File: config.mk
export PLATFORM = sky130hd
export DESIGN_NAME = multi_slot_deadline_timer_top
export DESIGN_NICKNAME = d
export VERILOG_FILES = /design/src/rtl/core/mdt_pkg.sv /design/src/rtl/core/mdt_ram.sv /design/src/rtl/core/mdt_tick.sv /design/src/rtl/core/multi_slot_deadline_timer_top.sv
export SDC_FILE = /design/constraint.sdc
export NUM_CORES = 2
export LEC_CHECK = 0
export BUFFER_PORTS_ARGS = -buffer_cell sky130_fd_sc_hd__buf_4
export CAP_MARGIN = 40
export CELL_PAD_IN_SITES_DETAIL_PLACEMENT = 0
export CELL_PAD_IN_SITES_GLOBAL_PLACEMENT = 1
export CORE_MARGIN = 1
export CORE_UTILIZATION = 50
export DETAILED_ROUTE_END_ITERATION = 12
export PLACE_DENSITY = 0.8
export SLEW_MARGIN = 15
export SYNTH_ARGS = -nofsm -noshare
export SYNTH_HDL_FRONTEND = slang
export SYNTH_SLANG_ARGS = --single-unit
File: constraint.sdc
create_clock -name clk_i -period 13.1 [get_ports clk_i]
set_input_delay 3.275 -clock clk_i [delete_from_list [all_inputs] [get_ports clk_i]]
set_output_delay 3.275 -clock clk_i [all_outputs]
set_load 0.01 [all_outputs]
File: src/rtl/core/mdt_pkg.sv
// Shared types, codes and constants of the multi-slot deadline timer.
package mdt_pkg;

  localparam int unsigned ORD_SLOTS_DEF = 4;      // default ordinary slot count
  localparam int unsigned DL_W          = 64;     // deadline / time width
  localparam int unsigned TPS_W         = 32;     // ticks_per_second width
  localparam int unsigned MS_W          = 32;     // delay_ms width
  localparam int unsigned SLOT_W        = 3;      // slot number width
  localparam int unsigned MS_PER_SEC    = 1000;
  localparam int unsigned REM_W         = $clog2(MS_PER_SEC);
  localparam logic [TPS_W-1:0] TPS_RESET = 32'd32768;

  typedef enum logic [1:0] {
    FUNC_CHECK = 2'd0,
    FUNC_SET   = 2'd1,
    FUNC_CLEAR = 2'd2,
    FUNC_GET   = 2'd3
  } func_e;

  typedef enum logic {
    KIND_EVENT = 1'b0,
    KIND_DONE  = 1'b1
  } kind_e;

  typedef struct packed {
    logic [1:0]        func;
    logic [SLOT_W-1:0] slot;
    logic [MS_W-1:0]   delay_ms;
    logic              only_earlier;
    logic [DL_W-1:0]   now;
  } in_item_t;

  typedef struct packed {
    logic              kind;
    logic [SLOT_W-1:0] fired_slot;
    logic [DL_W-1:0]   deadline_value;
    logic [DL_W-1:0]   compare_value;
    logic              bad_slot;
    logic              last;
  } out_item_t;

endpackage

File: src/rtl/core/mdt_ram.sv
// Generic single-write, single-read RAM with registered read data.
module mdt_ram #(
  parameter int unsigned Width = 64,
  parameter int unsigned Depth = 8
) (
  input  logic                     clk_i,
  input  logic                     we_i,
  input  logic [$clog2(Depth)-1:0] waddr_i,
  input  logic [Width-1:0]         wdata_i,
  input  logic [$clog2(Depth)-1:0] raddr_i,
  output logic [Width-1:0]         rdata_o
);

  logic [Width-1:0] mem_q [Depth];
  logic [Width-1:0] rdata_q;

  always_ff @(posedge clk_i) begin
    if (we_i) begin
      mem_q[waddr_i] <= wdata_i;
    end
    rdata_q <= mem_q[raddr_i];
  end

  assign rdata_o = rdata_q;

endmodule

File: src/rtl/core/mdt_tick.sv
// Deadline computation: now + delay_ms * ticks_per_second / 1000, divide in 16-bit digits.
module mdt_tick
  import mdt_pkg::*;
(
  input  logic             clk_i,
  input  logic             rst_ni,
  input  logic             start_i,
  input  logic [MS_W-1:0]  delay_ms_i,
  input  logic [TPS_W-1:0] tps_i,
  input  logic [DL_W-1:0]  now_i,
  output logic             done_o,
  output logic [DL_W-1:0]  tick_o
);

  // Long division by 1000, one 16-bit digit per cycle. Each step divides
  // {remainder, digit}, always below 1000 * 2^16, by a reciprocal multiply;
  // the rounded-up reciprocal is exact over that whole range.
  localparam int unsigned DigW    = 16;
  localparam int unsigned Digits  = DL_W / DigW;
  localparam int unsigned CntW    = $clog2(Digits);
  localparam int unsigned XW      = REM_W + DigW;
  localparam int unsigned RecipSh = XW + REM_W;
  localparam int unsigned RecipW  = RecipSh - REM_W + 1;
  localparam logic [RecipW-1:0] Recip =
    RecipW'(((64'd1 << RecipSh) + MS_PER_SEC - 1) / MS_PER_SEC);

  logic            busy_q, add_q, done_q;
  logic [CntW-1:0] cnt_q;
  logic [DL_W-1:0] quo_q;       // dividend digits shift out, quotient digits in
  logic [REM_W-1:0] rem_q;
  logic [DL_W-1:0] tick_q;

  logic [DL_W-1:0]      prod;
  logic [XW-1:0]        xdig;
  logic [XW+RecipW-1:0] xprod;
  logic [DigW-1:0]      qdig;
  logic [XW-1:0]        qmul;
  logic [REM_W-1:0]     rem_nx;

  // 32x32 product, registered into the dividend
  assign prod   = DL_W'(delay_ms_i) * DL_W'(tps_i);
  assign xdig   = {rem_q, quo_q[DL_W-1 -: DigW]};
  assign xprod  = (XW+RecipW)'(xdig) * (XW+RecipW)'(Recip);
  assign qdig   = xprod[RecipSh +: DigW];
  assign qmul   = XW'(qdig) * XW'(MS_PER_SEC);
  assign rem_nx = REM_W'(xdig - qmul);

  always_ff @(posedge clk_i or negedge rst_ni) begin
    if (!rst_ni) begin
      busy_q <= 1'b0;
      add_q  <= 1'b0;
      done_q <= 1'b0;
      cnt_q  <= '0;
    end else begin
      done_q <= 1'b0;
      if (start_i) begin
        busy_q <= 1'b1;
        cnt_q  <= '0;
      end else if (busy_q) begin
        cnt_q <= cnt_q + CntW'(1);
        if (cnt_q == CntW'(Digits - 1)) begin
          busy_q <= 1'b0;
          add_q  <= 1'b1;
        end
      end else if (add_q) begin
        add_q  <= 1'b0;
        done_q <= 1'b1;
      end
    end
  end

  always_ff @(posedge clk_i) begin
    if (start_i) begin
      quo_q <= prod;
      rem_q <= '0;
    end else if (busy_q) begin
      quo_q <= {quo_q[DL_W-DigW-1:0], qdig};
      rem_q <= rem_nx;
    end
    if (add_q) begin
      tick_q <= now_i + quo_q;
    end
  end

  assign done_o = done_q;
  assign tick_o = tick_q;

endmodule

File: src/rtl/core/multi_slot_deadline_timer_top.sv
// Top level of the multi-slot deadline timer: sequencer, slot scan and result register.
//
//  channel | direction | handshake                | payload
//  --------+-----------+--------------------------+-----------------------------
//  in      | input     | in_valid_i / in_ready_o  | in_item_i  (func, slot, ...)
//  out     | output    | out_valid_o / out_ready_i| out_item_o (kind, slot, ...)
//  cfg     | input     | cfg_we_i, no wait        | cfg_wdata_i (ticks_per_second)
//
// Steps: check, clear and get run accept, first read, a scan of every slot entry,
//   one emit step per expiry event and then the done item. Set first runs the
//   multiply, the divide by 1000 in four 16-bit digit steps and the add of now.
//   An out-of-range slot skips the scan, except on a check, which scans as usual.
//   The scan runs over the deadline RAM (one read port, one entry a cycle).
// One item at a time: in_ready_o is high while the sequencer is idle.
// Reset clears per-entry valid bits, so every slot reads as idle; no clearing pass.
// A stalled out channel holds the sequencer in its emit step only.
module multi_slot_deadline_timer_top
  import mdt_pkg::*;
#(
  parameter int unsigned OrdinarySlots = ORD_SLOTS_DEF
) (
  input  logic             clk_i,
  input  logic             rst_ni,
  input  logic             in_valid_i,
  output logic             in_ready_o,
  input  in_item_t         in_item_i,
  output logic             out_valid_o,
  input  logic             out_ready_i,
  output out_item_t        out_item_o,
  input  logic             cfg_we_i,
  input  logic [TPS_W-1:0] cfg_wdata_i
);

  localparam int unsigned SlotCount = OrdinarySlots + 1;
  localparam int unsigned IdxW      = $clog2(SlotCount);
  localparam logic [IdxW-1:0] LastIdx = IdxW'(SlotCount - 1);

  typedef enum logic [4:0] {
    ST_IDLE = 5'b00001,
    ST_TICK = 5'b00010,   // waiting for the deadline computation
    ST_RD0  = 5'b00100,   // first RAM read in flight
    ST_SCAN = 5'b01000,   // one entry per cycle: expire / substitute / min
    ST_EMIT = 5'b10000    // events from the expiry mask, then the done item
  } state_e;

  state_e              state_q, state_d;
  in_item_t            item_q, item_d;
  logic                slot_ok_q, slot_ok_d;
  logic [IdxW-1:0]     entry_q, entry_d;
  logic                bad_q, bad_d;
  logic [IdxW-1:0]     p_q, p_d;           // entry whose read data is present
  logic [DL_W-1:0]     best_q, best_d;     // running earliest armed deadline
  logic [SlotCount-1:0] mask_q, mask_d;    // entries expired by this check
  logic [DL_W-1:0]     dval_q, dval_d;
  logic [DL_W-1:0]     compare_q, compare_d;
  logic [TPS_W-1:0]    tps_q;
  logic [SlotCount-1:0] valid_q;           // entry written since reset
  logic                start_q, start_d;
  logic                out_valid_q, out_valid_d;
  out_item_t           out_item_q, out_item_d;

  // RAM and scan signals
  logic [IdxW-1:0] rd_addr;
  logic [DL_W-1:0] rd_data;
  logic            ram_we;
  logic [DL_W-1:0] d_cur, nv;
  logic            is_tgt, d_nz, expired, take, upd, upd_d, upd_t;
  logic [DL_W-1:0] best_nx;
  logic            tick_done;
  logic [DL_W-1:0] tick;
  logic [IdxW-1:0] first_idx;
  logic            out_free;

  mdt_ram #(
    .Width (DL_W),
    .Depth (SlotCount)
  ) u_ram (
    .clk_i   (clk_i),
    .we_i    (ram_we),
    .waddr_i (p_q),
    .wdata_i (nv),
    .raddr_i (rd_addr),
    .rdata_o (rd_data)
  );

  mdt_tick u_tick (
    .clk_i      (clk_i),
    .rst_ni     (rst_ni),
    .start_i    (start_q),
    .delay_ms_i (item_q.delay_ms),
    .tps_i      (tps_q),
    .now_i      (item_q.now),
    .done_o     (tick_done),
    .tick_o     (tick)
  );

  // Read the next entry while the current one is processed; each entry is
  // written only in the cycle after its own read, so reads never see a stale value.
  assign rd_addr = (state_q == ST_SCAN) ? p_q + IdxW'(1) : '0;

  // Per-entry decision during the scan
  always_comb begin
    d_cur   = valid_q[p_q] ? rd_data : '0;
    d_nz    = |d_cur;
    is_tgt  = slot_ok_q && (p_q == entry_q);
    upd_d   = d_nz && ((best_q == '0) || (d_cur < best_q));
    upd_t   = (|tick) && ((best_q == '0) || (tick < best_q));
    expired = 1'b0;
    take    = 1'b0;
    ram_we  = 1'b0;
    nv      = d_cur;
    upd     = upd_d;
    unique case (func_e'(item_q.func))
      FUNC_CHECK: begin
        expired = d_nz && (d_cur <= item_q.now);
        if (expired) begin
          nv  = '0;
          upd = 1'b0;
        end
        ram_we = expired && (state_q == ST_SCAN);
      end
      FUNC_SET: begin
        if (is_tgt) begin
          take   = !item_q.only_earlier || !d_nz || (tick < d_cur);
          nv     = take ? tick : d_cur;
          upd    = take ? upd_t : upd_d;
          ram_we = (state_q == ST_SCAN);
        end
      end
      FUNC_CLEAR: begin
        if (is_tgt) begin
          nv     = '0;
          upd    = 1'b0;
          ram_we = (state_q == ST_SCAN);
        end
      end
      FUNC_GET: begin
        // read only
      end
      default: begin
      end
    endcase
    best_nx = upd ? nv : best_q;
  end

  // Lowest expired entry: ordinary slots first, the special slot (last entry) after
  always_comb begin
    first_idx = '0;
    for (int i = SlotCount - 1; i >= 0; i--) begin
      if (mask_q[i]) begin
        first_idx = IdxW'(i);
      end
    end
  end

  assign out_free = !out_valid_q || out_ready_i;

  // Sequencer
  always_comb begin
    state_d     = state_q;
    item_d      = item_q;
    slot_ok_d   = slot_ok_q;
    entry_d     = entry_q;
    bad_d       = bad_q;
    p_d         = p_q;
    best_d      = best_q;
    mask_d      = mask_q;
    dval_d      = dval_q;
    compare_d   = compare_q;
    start_d     = 1'b0;
    out_valid_d = out_valid_q;
    out_item_d  = out_item_q;

    if (out_valid_q && out_ready_i) begin
      out_valid_d = 1'b0;
    end

    unique case (state_q)
      ST_IDLE: begin
        if (in_valid_i) begin
          item_d    = in_item_i;
          slot_ok_d = in_item_i.slot <= SLOT_W'(OrdinarySlots);
          entry_d   = (in_item_i.slot == '0) ? IdxW'(OrdinarySlots)
                                             : IdxW'(in_item_i.slot - SLOT_W'(1));
          bad_d     = 1'b0;
          dval_d    = '0;
          mask_d    = '0;
          if (in_item_i.func == FUNC_CHECK) begin
            state_d = ST_RD0;
          end else if (in_item_i.slot > SLOT_W'(OrdinarySlots)) begin
            bad_d   = 1'b1;
            state_d = ST_EMIT;
          end else if (in_item_i.func == FUNC_SET) begin
            start_d = 1'b1;
            state_d = ST_TICK;
          end else begin
            state_d = ST_RD0;
          end
        end
      end
      ST_TICK: begin
        if (tick_done) begin
          state_d = ST_RD0;
        end
      end
      ST_RD0: begin
        best_d  = '0;
        p_d     = '0;
        state_d = ST_SCAN;
      end
      ST_SCAN: begin
        best_d = best_nx;
        if (expired) begin
          mask_d[p_q] = 1'b1;
        end
        if (is_tgt && (item_q.func == FUNC_GET)) begin
          dval_d = d_cur;
        end
        if (p_q == LastIdx) begin
          compare_d = best_nx;
          state_d   = ST_EMIT;
        end else begin
          p_d = p_q + IdxW'(1);
        end
      end
      ST_EMIT: begin
        if (out_free) begin
          out_valid_d              = 1'b1;
          out_item_d.compare_value = compare_q;
          if (|mask_q) begin
            out_item_d.kind           = KIND_EVENT;
            out_item_d.fired_slot     = (first_idx == LastIdx) ? '0
                                      : SLOT_W'(first_idx) + SLOT_W'(1);
            out_item_d.deadline_value = '0;
            out_item_d.bad_slot       = 1'b0;
            out_item_d.last           = 1'b0;
            mask_d[first_idx]         = 1'b0;
          end else begin
            out_item_d.kind           = KIND_DONE;
            out_item_d.fired_slot     = '0;
            out_item_d.deadline_value = dval_q;
            out_item_d.bad_slot       = bad_q;
            out_item_d.last           = 1'b1;
            state_d                   = ST_IDLE;
          end
        end
      end
      default: begin
        state_d = ST_IDLE;
      end
    endcase
  end

  always_ff @(posedge clk_i or negedge rst_ni) begin
    if (!rst_ni) begin
      state_q     <= ST_IDLE;
      compare_q   <= '0;
      tps_q       <= TPS_RESET;
      valid_q     <= '0;
      start_q     <= 1'b0;
      out_valid_q <= 1'b0;
      mask_q      <= '0;
      p_q         <= '0;
    end else begin
      state_q     <= state_d;
      compare_q   <= compare_d;
      start_q     <= start_d;
      out_valid_q <= out_valid_d;
      mask_q      <= mask_d;
      p_q         <= p_d;
      if (cfg_we_i) begin
        tps_q <= cfg_wdata_i;
      end
      if (ram_we) begin
        valid_q[p_q] <= 1'b1;
      end
    end
  end

  always_ff @(posedge clk_i) begin
    item_q     <= item_d;
    slot_ok_q  <= slot_ok_d;
    entry_q    <= entry_d;
    bad_q      <= bad_d;
    best_q     <= best_d;
    dval_q     <= dval_d;
    out_item_q <= out_item_d;
  end

  assign in_ready_o  = (state_q == ST_IDLE);
  assign out_valid_o = out_valid_q;
  assign out_item_o  = out_item_q;

`ifndef ASSERT_OFF
  // the final item of an operation is always its done item
  a_last_is_done: assert property (@(posedge clk_i) disable iff (!rst_ni)
    out_valid_o && out_item_o.last |-> out_item_o.kind == KIND_DONE)
    else $error("last item is not a done item");

  // expiry events carry no slot error and no deadline
  a_event_clean: assert property (@(posedge clk_i) disable iff (!rst_ni)
    out_valid_o && (out_item_o.kind == KIND_EVENT)
      |-> !out_item_o.bad_slot && (out_item_o.deadline_value == '0))
    else $error("malformed expiry event");

  // only a check can leave entries pending for events
  a_mask_check_only: assert property (@(posedge clk_i) disable iff (!rst_ni)
    (state_q == ST_EMIT) && (item_q.func != FUNC_CHECK) |-> mask_q == '0)
    else $error("expiry mask set outside a check");

  // the deadline unit finishes only while the sequencer waits for it
  a_tick_in_wait: assert property (@(posedge clk_i) disable iff (!rst_ni)
    tick_done |-> state_q == ST_TICK)
    else $error("deadline result arrived outside its wait step");
`endif

endmodule

==> results.tsv <==
stage	metric	value	unit
sta	post-route clock period utilization	77.8	%
critical_path	Crit. End Element	flip-flop	
synth	largest family of logic cells by synthesized area	adder cells	
status	outcome	finished, final reports clean	
clocking	total CTS buffers	106	
sta	min Tclk post-route	10.20	ns
synth	synth warn	0	
die	CORE AREA	0.179	mm²
die	die area	0.183	mm²
clocking	clk slew on worst S/H paths	0.07	ns
die	Initial Util	50.5	%
clocking	clock sink total	1008	
critical_path	CP max-delay cell	edfxtp_1	
sta	fmax	98.1	MHz
grt	first-pass GRT wire length	420000	µm
final_layout	share of layout cells above drive strength 1	8.72	%
synth	Post-synth top cells	inv_1, nand2_1, fa_1, ha_1, edfxtp_1	
sta	Worst-Margin Slew	0.950	ns
clocking	CTS Buffer Depth	3	
synth	post-synth top area share	27.0	%
sta	setup violators final	0	
synth	Yosys cell types	82	
critical_path	CP Max Fanout	8	
critical_path	CP startpoint	u_tick.quo_q[60]	
synth	Synth Area in Simple Gates	11.3	%
die	standard-cell rows	155	
synth	Async SR Flop Fraction	12.0	%
sta	final hold viol count	0	
critical_path	Crit Path Category	reg -> reg	
hold_path	HP Class	reg -> reg	
die	top-level port count	275	
critical_path	critical path's top delay family	adder cells	
critical_path	Crit path top cell by count	fa_1	
synth	Main synth FF type	edfxtp_1	
grt	largest net degree at the start of global routing	74	
die	Die H	428	µm
clocking	H-Tree Depth	3	
clocking	post_cts resized	0	
synth	Seq/Total Area, Yosys	31.9	%
detailed_routing	WL/cell	24.5	µm
placement	hpwl dp	215000	µm
grt	number of global-route vias before repair	68300	
synth	synth top area cells	edfxtp_1, fa_1, ha_1	
final_layout	nets	10900	
grt	initial antenna violation count	3	
critical_path	Worst Path Required	13.76	ns
detailed_routing	First-pass DRT Iterations	6	
synth	synthesized cell area	0.0906	mm²
critical_path	reg2reg setup slack	2.90	ns
clocking	worst skew pair latency	0.78	ns
die	die width	428	µm
clocking	post-CTS setup buffer count	0	
final_layout	Fillers	15700	
synth	Cells after Synth	8669	
synth	EDFF count, synth	813	
synth	largest area contributor in the netlist	edfxtp_1	
sta	RSZ-0062 raised after global routing	no	
final_layout	Seq. cell area	0.0289	mm²
detailed_routing	Post-DRT Antenna Nets	0	
critical_path	RR Startpoint	u_tick.quo_q[60]	
synth	cell with the most instances after synthesis	inv_1	
detailed_routing	DRC Markers	0	
critical_path	crit path launch type	flip-flop	
sta	Max Slew Vio Count	0	
grt	Total GRT Usage	30.8	%
detailed_routing	routed vias/inst	5.74	
critical_path	Critical R2R Capture	u_tick.rem_q[9]	
run	Max Cap Viol	0	
synth	post-synthesis xor/xnor area fraction	1.39	%
clocking	CTS tree	done	
critical_path	CP Depth	32	
placement	routability cong.	0.945	
sta	setup TNS	0	ns
detailed_routing	vias	64700	
sta	skew final	0.0508	ns
grt	Remaining Overflow, GRT	0	
critical_path	worst endpoint data arrival time	10.85	ns
clocking	CTS root buf	clkbuf_16	
critical_path	Max stage delay on crit path	0.76	ns
detailed_routing	Post-Route WL	276000	µm
synth	Synth Area in Adders	36.7	%
synth	Avg Inst Size Synth	10.4	µm²
detailed_routing	DRT iter0 DRCs	5521	
final_layout	area of the multi-input gates	0.0543	mm²
sta	Rel. slew slack	36.7	%
synth	syn_nets	10800	
critical_path	CP bufs+invs	6	
synth	mux contribution to synthesized area	1.85	%
clocking	hold-fix buffers at CTS	0	
synth	Synth Area in Compound Gates	8.59	%
placement	Port Buffer Count	274	
synth	flops & latches, synth	1008	
final_layout	layout overhead on the synthesized area	9.41	%
critical_path	worst setup path end	u_tick.rem_q[9]	
critical_path	Register-to-Register Path Depth	32	
[per-layer routing]
metal	share of wire, %	vias up	GRT usage, %
li1	-	28600	-
met1	40	32800	39.3
met2	49	2638	52.3
met3	6.7	555	3.91
met4	5.1	4	14.0
met5	0.0083	-	0
[cells by family (layout without fill, tap and decap cells)]
family / after synthesis / count (layout)
AND/OR/NAND/NOR: 2222 / 2222
buffers and inverters: 1995 / 2234
adder cells (fa/ha/maj): 1989 / 1989
AO/OA/AOI/OAI: 1164 / 1164
flip-flops: 1008 / 1008
multiplexers: 150 / 150
XOR/XNOR: 141 / 141
other: 0 / 1
[placed cells by master, fill, tap and decap left out, types with 159 or more instances in the layout]
| master | Yosys | final |
|---|---|---|
| nor2_1 | 224 | 219 |
| buf_4 | 1 | 381 |
| a21o_1 | 160 | 159 |
| and2_1 | 360 | 357 |
| ha_1 | 876 | 876 |
| inv_1 | 1628 | 1625 |
| nand2_1 | 1196 | 1194 |
| o21ai_0 | 266 | 266 |
| edfxtp_1 | 813 | 813 |
| fa_1 | 1112 | 1112 |
| a21oi_1 | 227 | 226 |
[state kept, by name, indices dropped and copies added, names as in the netlist, 10 cells and up]
signal         flops
tps_q             32
compare_q         64
u_ram.rdata_o     64
item_q            99
u_tick.tick_o     64
best_q            64
u_ram.mem_q      320
u_tick.rem_q      10
out_item_o       133
u_tick.quo_q      64
dval_q            64
[through the flow]
step,setup WS (ns),cell area (µm²),util (%),std cells,hold WS [ns]
floorplan,2.51,90600,-,8669,0.417
global placement,2.97,95100,53.1,11000,0.423
detailed placement,3.03,95400,53.2,11100,0.426
CTS,2.97,99000,55.3,11300,0.440
global route,2.48,99100,55.3,11300,0.454
finish,2.90,99100,55.3,11300,0.442
[area by class of cell]
type | count | share of cell area (%)
Multi-Input combinational cell | 5666 | 54.7
Clock buffer | 139 | 2.95
Antenna cell | 1 | 0.00252
Clock inverter | 63 | 0.699
Inverter | 1629 | 6.17
Timing Repair Buffer | 403 | 3.26
Tap cell | 2355 | 2.97
Sequential cell | 1008 | 29.2
[worst min path at each step]
stage,start,end,slack (ns),cells past startpoint
6_report,u_ram.mem_q[4][63],u_ram.rdata_o[63],0.44,2
5_1_grt,u_ram.mem_q[4][4],u_ram.rdata_o[4],0.45,2
4_1_cts,u_ram.mem_q[4][63],u_ram.rdata_o[63],0.44,2
3_5_place_dp,compare_q[26],out_item_o[28],0.43,0
3_3_place_gp,u_ram.mem_q[4][56],u_ram.rdata_o[56],0.42,2
2_1_floorplan,compare_q[8],out_item_o[10],0.42,0
[worst min-delay path, stage by stage, from the launching register on]
cell and delay, ns:
edfxtp_1 0.32, nand2_1 0.04, o21ai_0 0.05
Power is not shown: default switching activity piles up to over one toggle a cycle in this logic, so the estimate is an artifact.
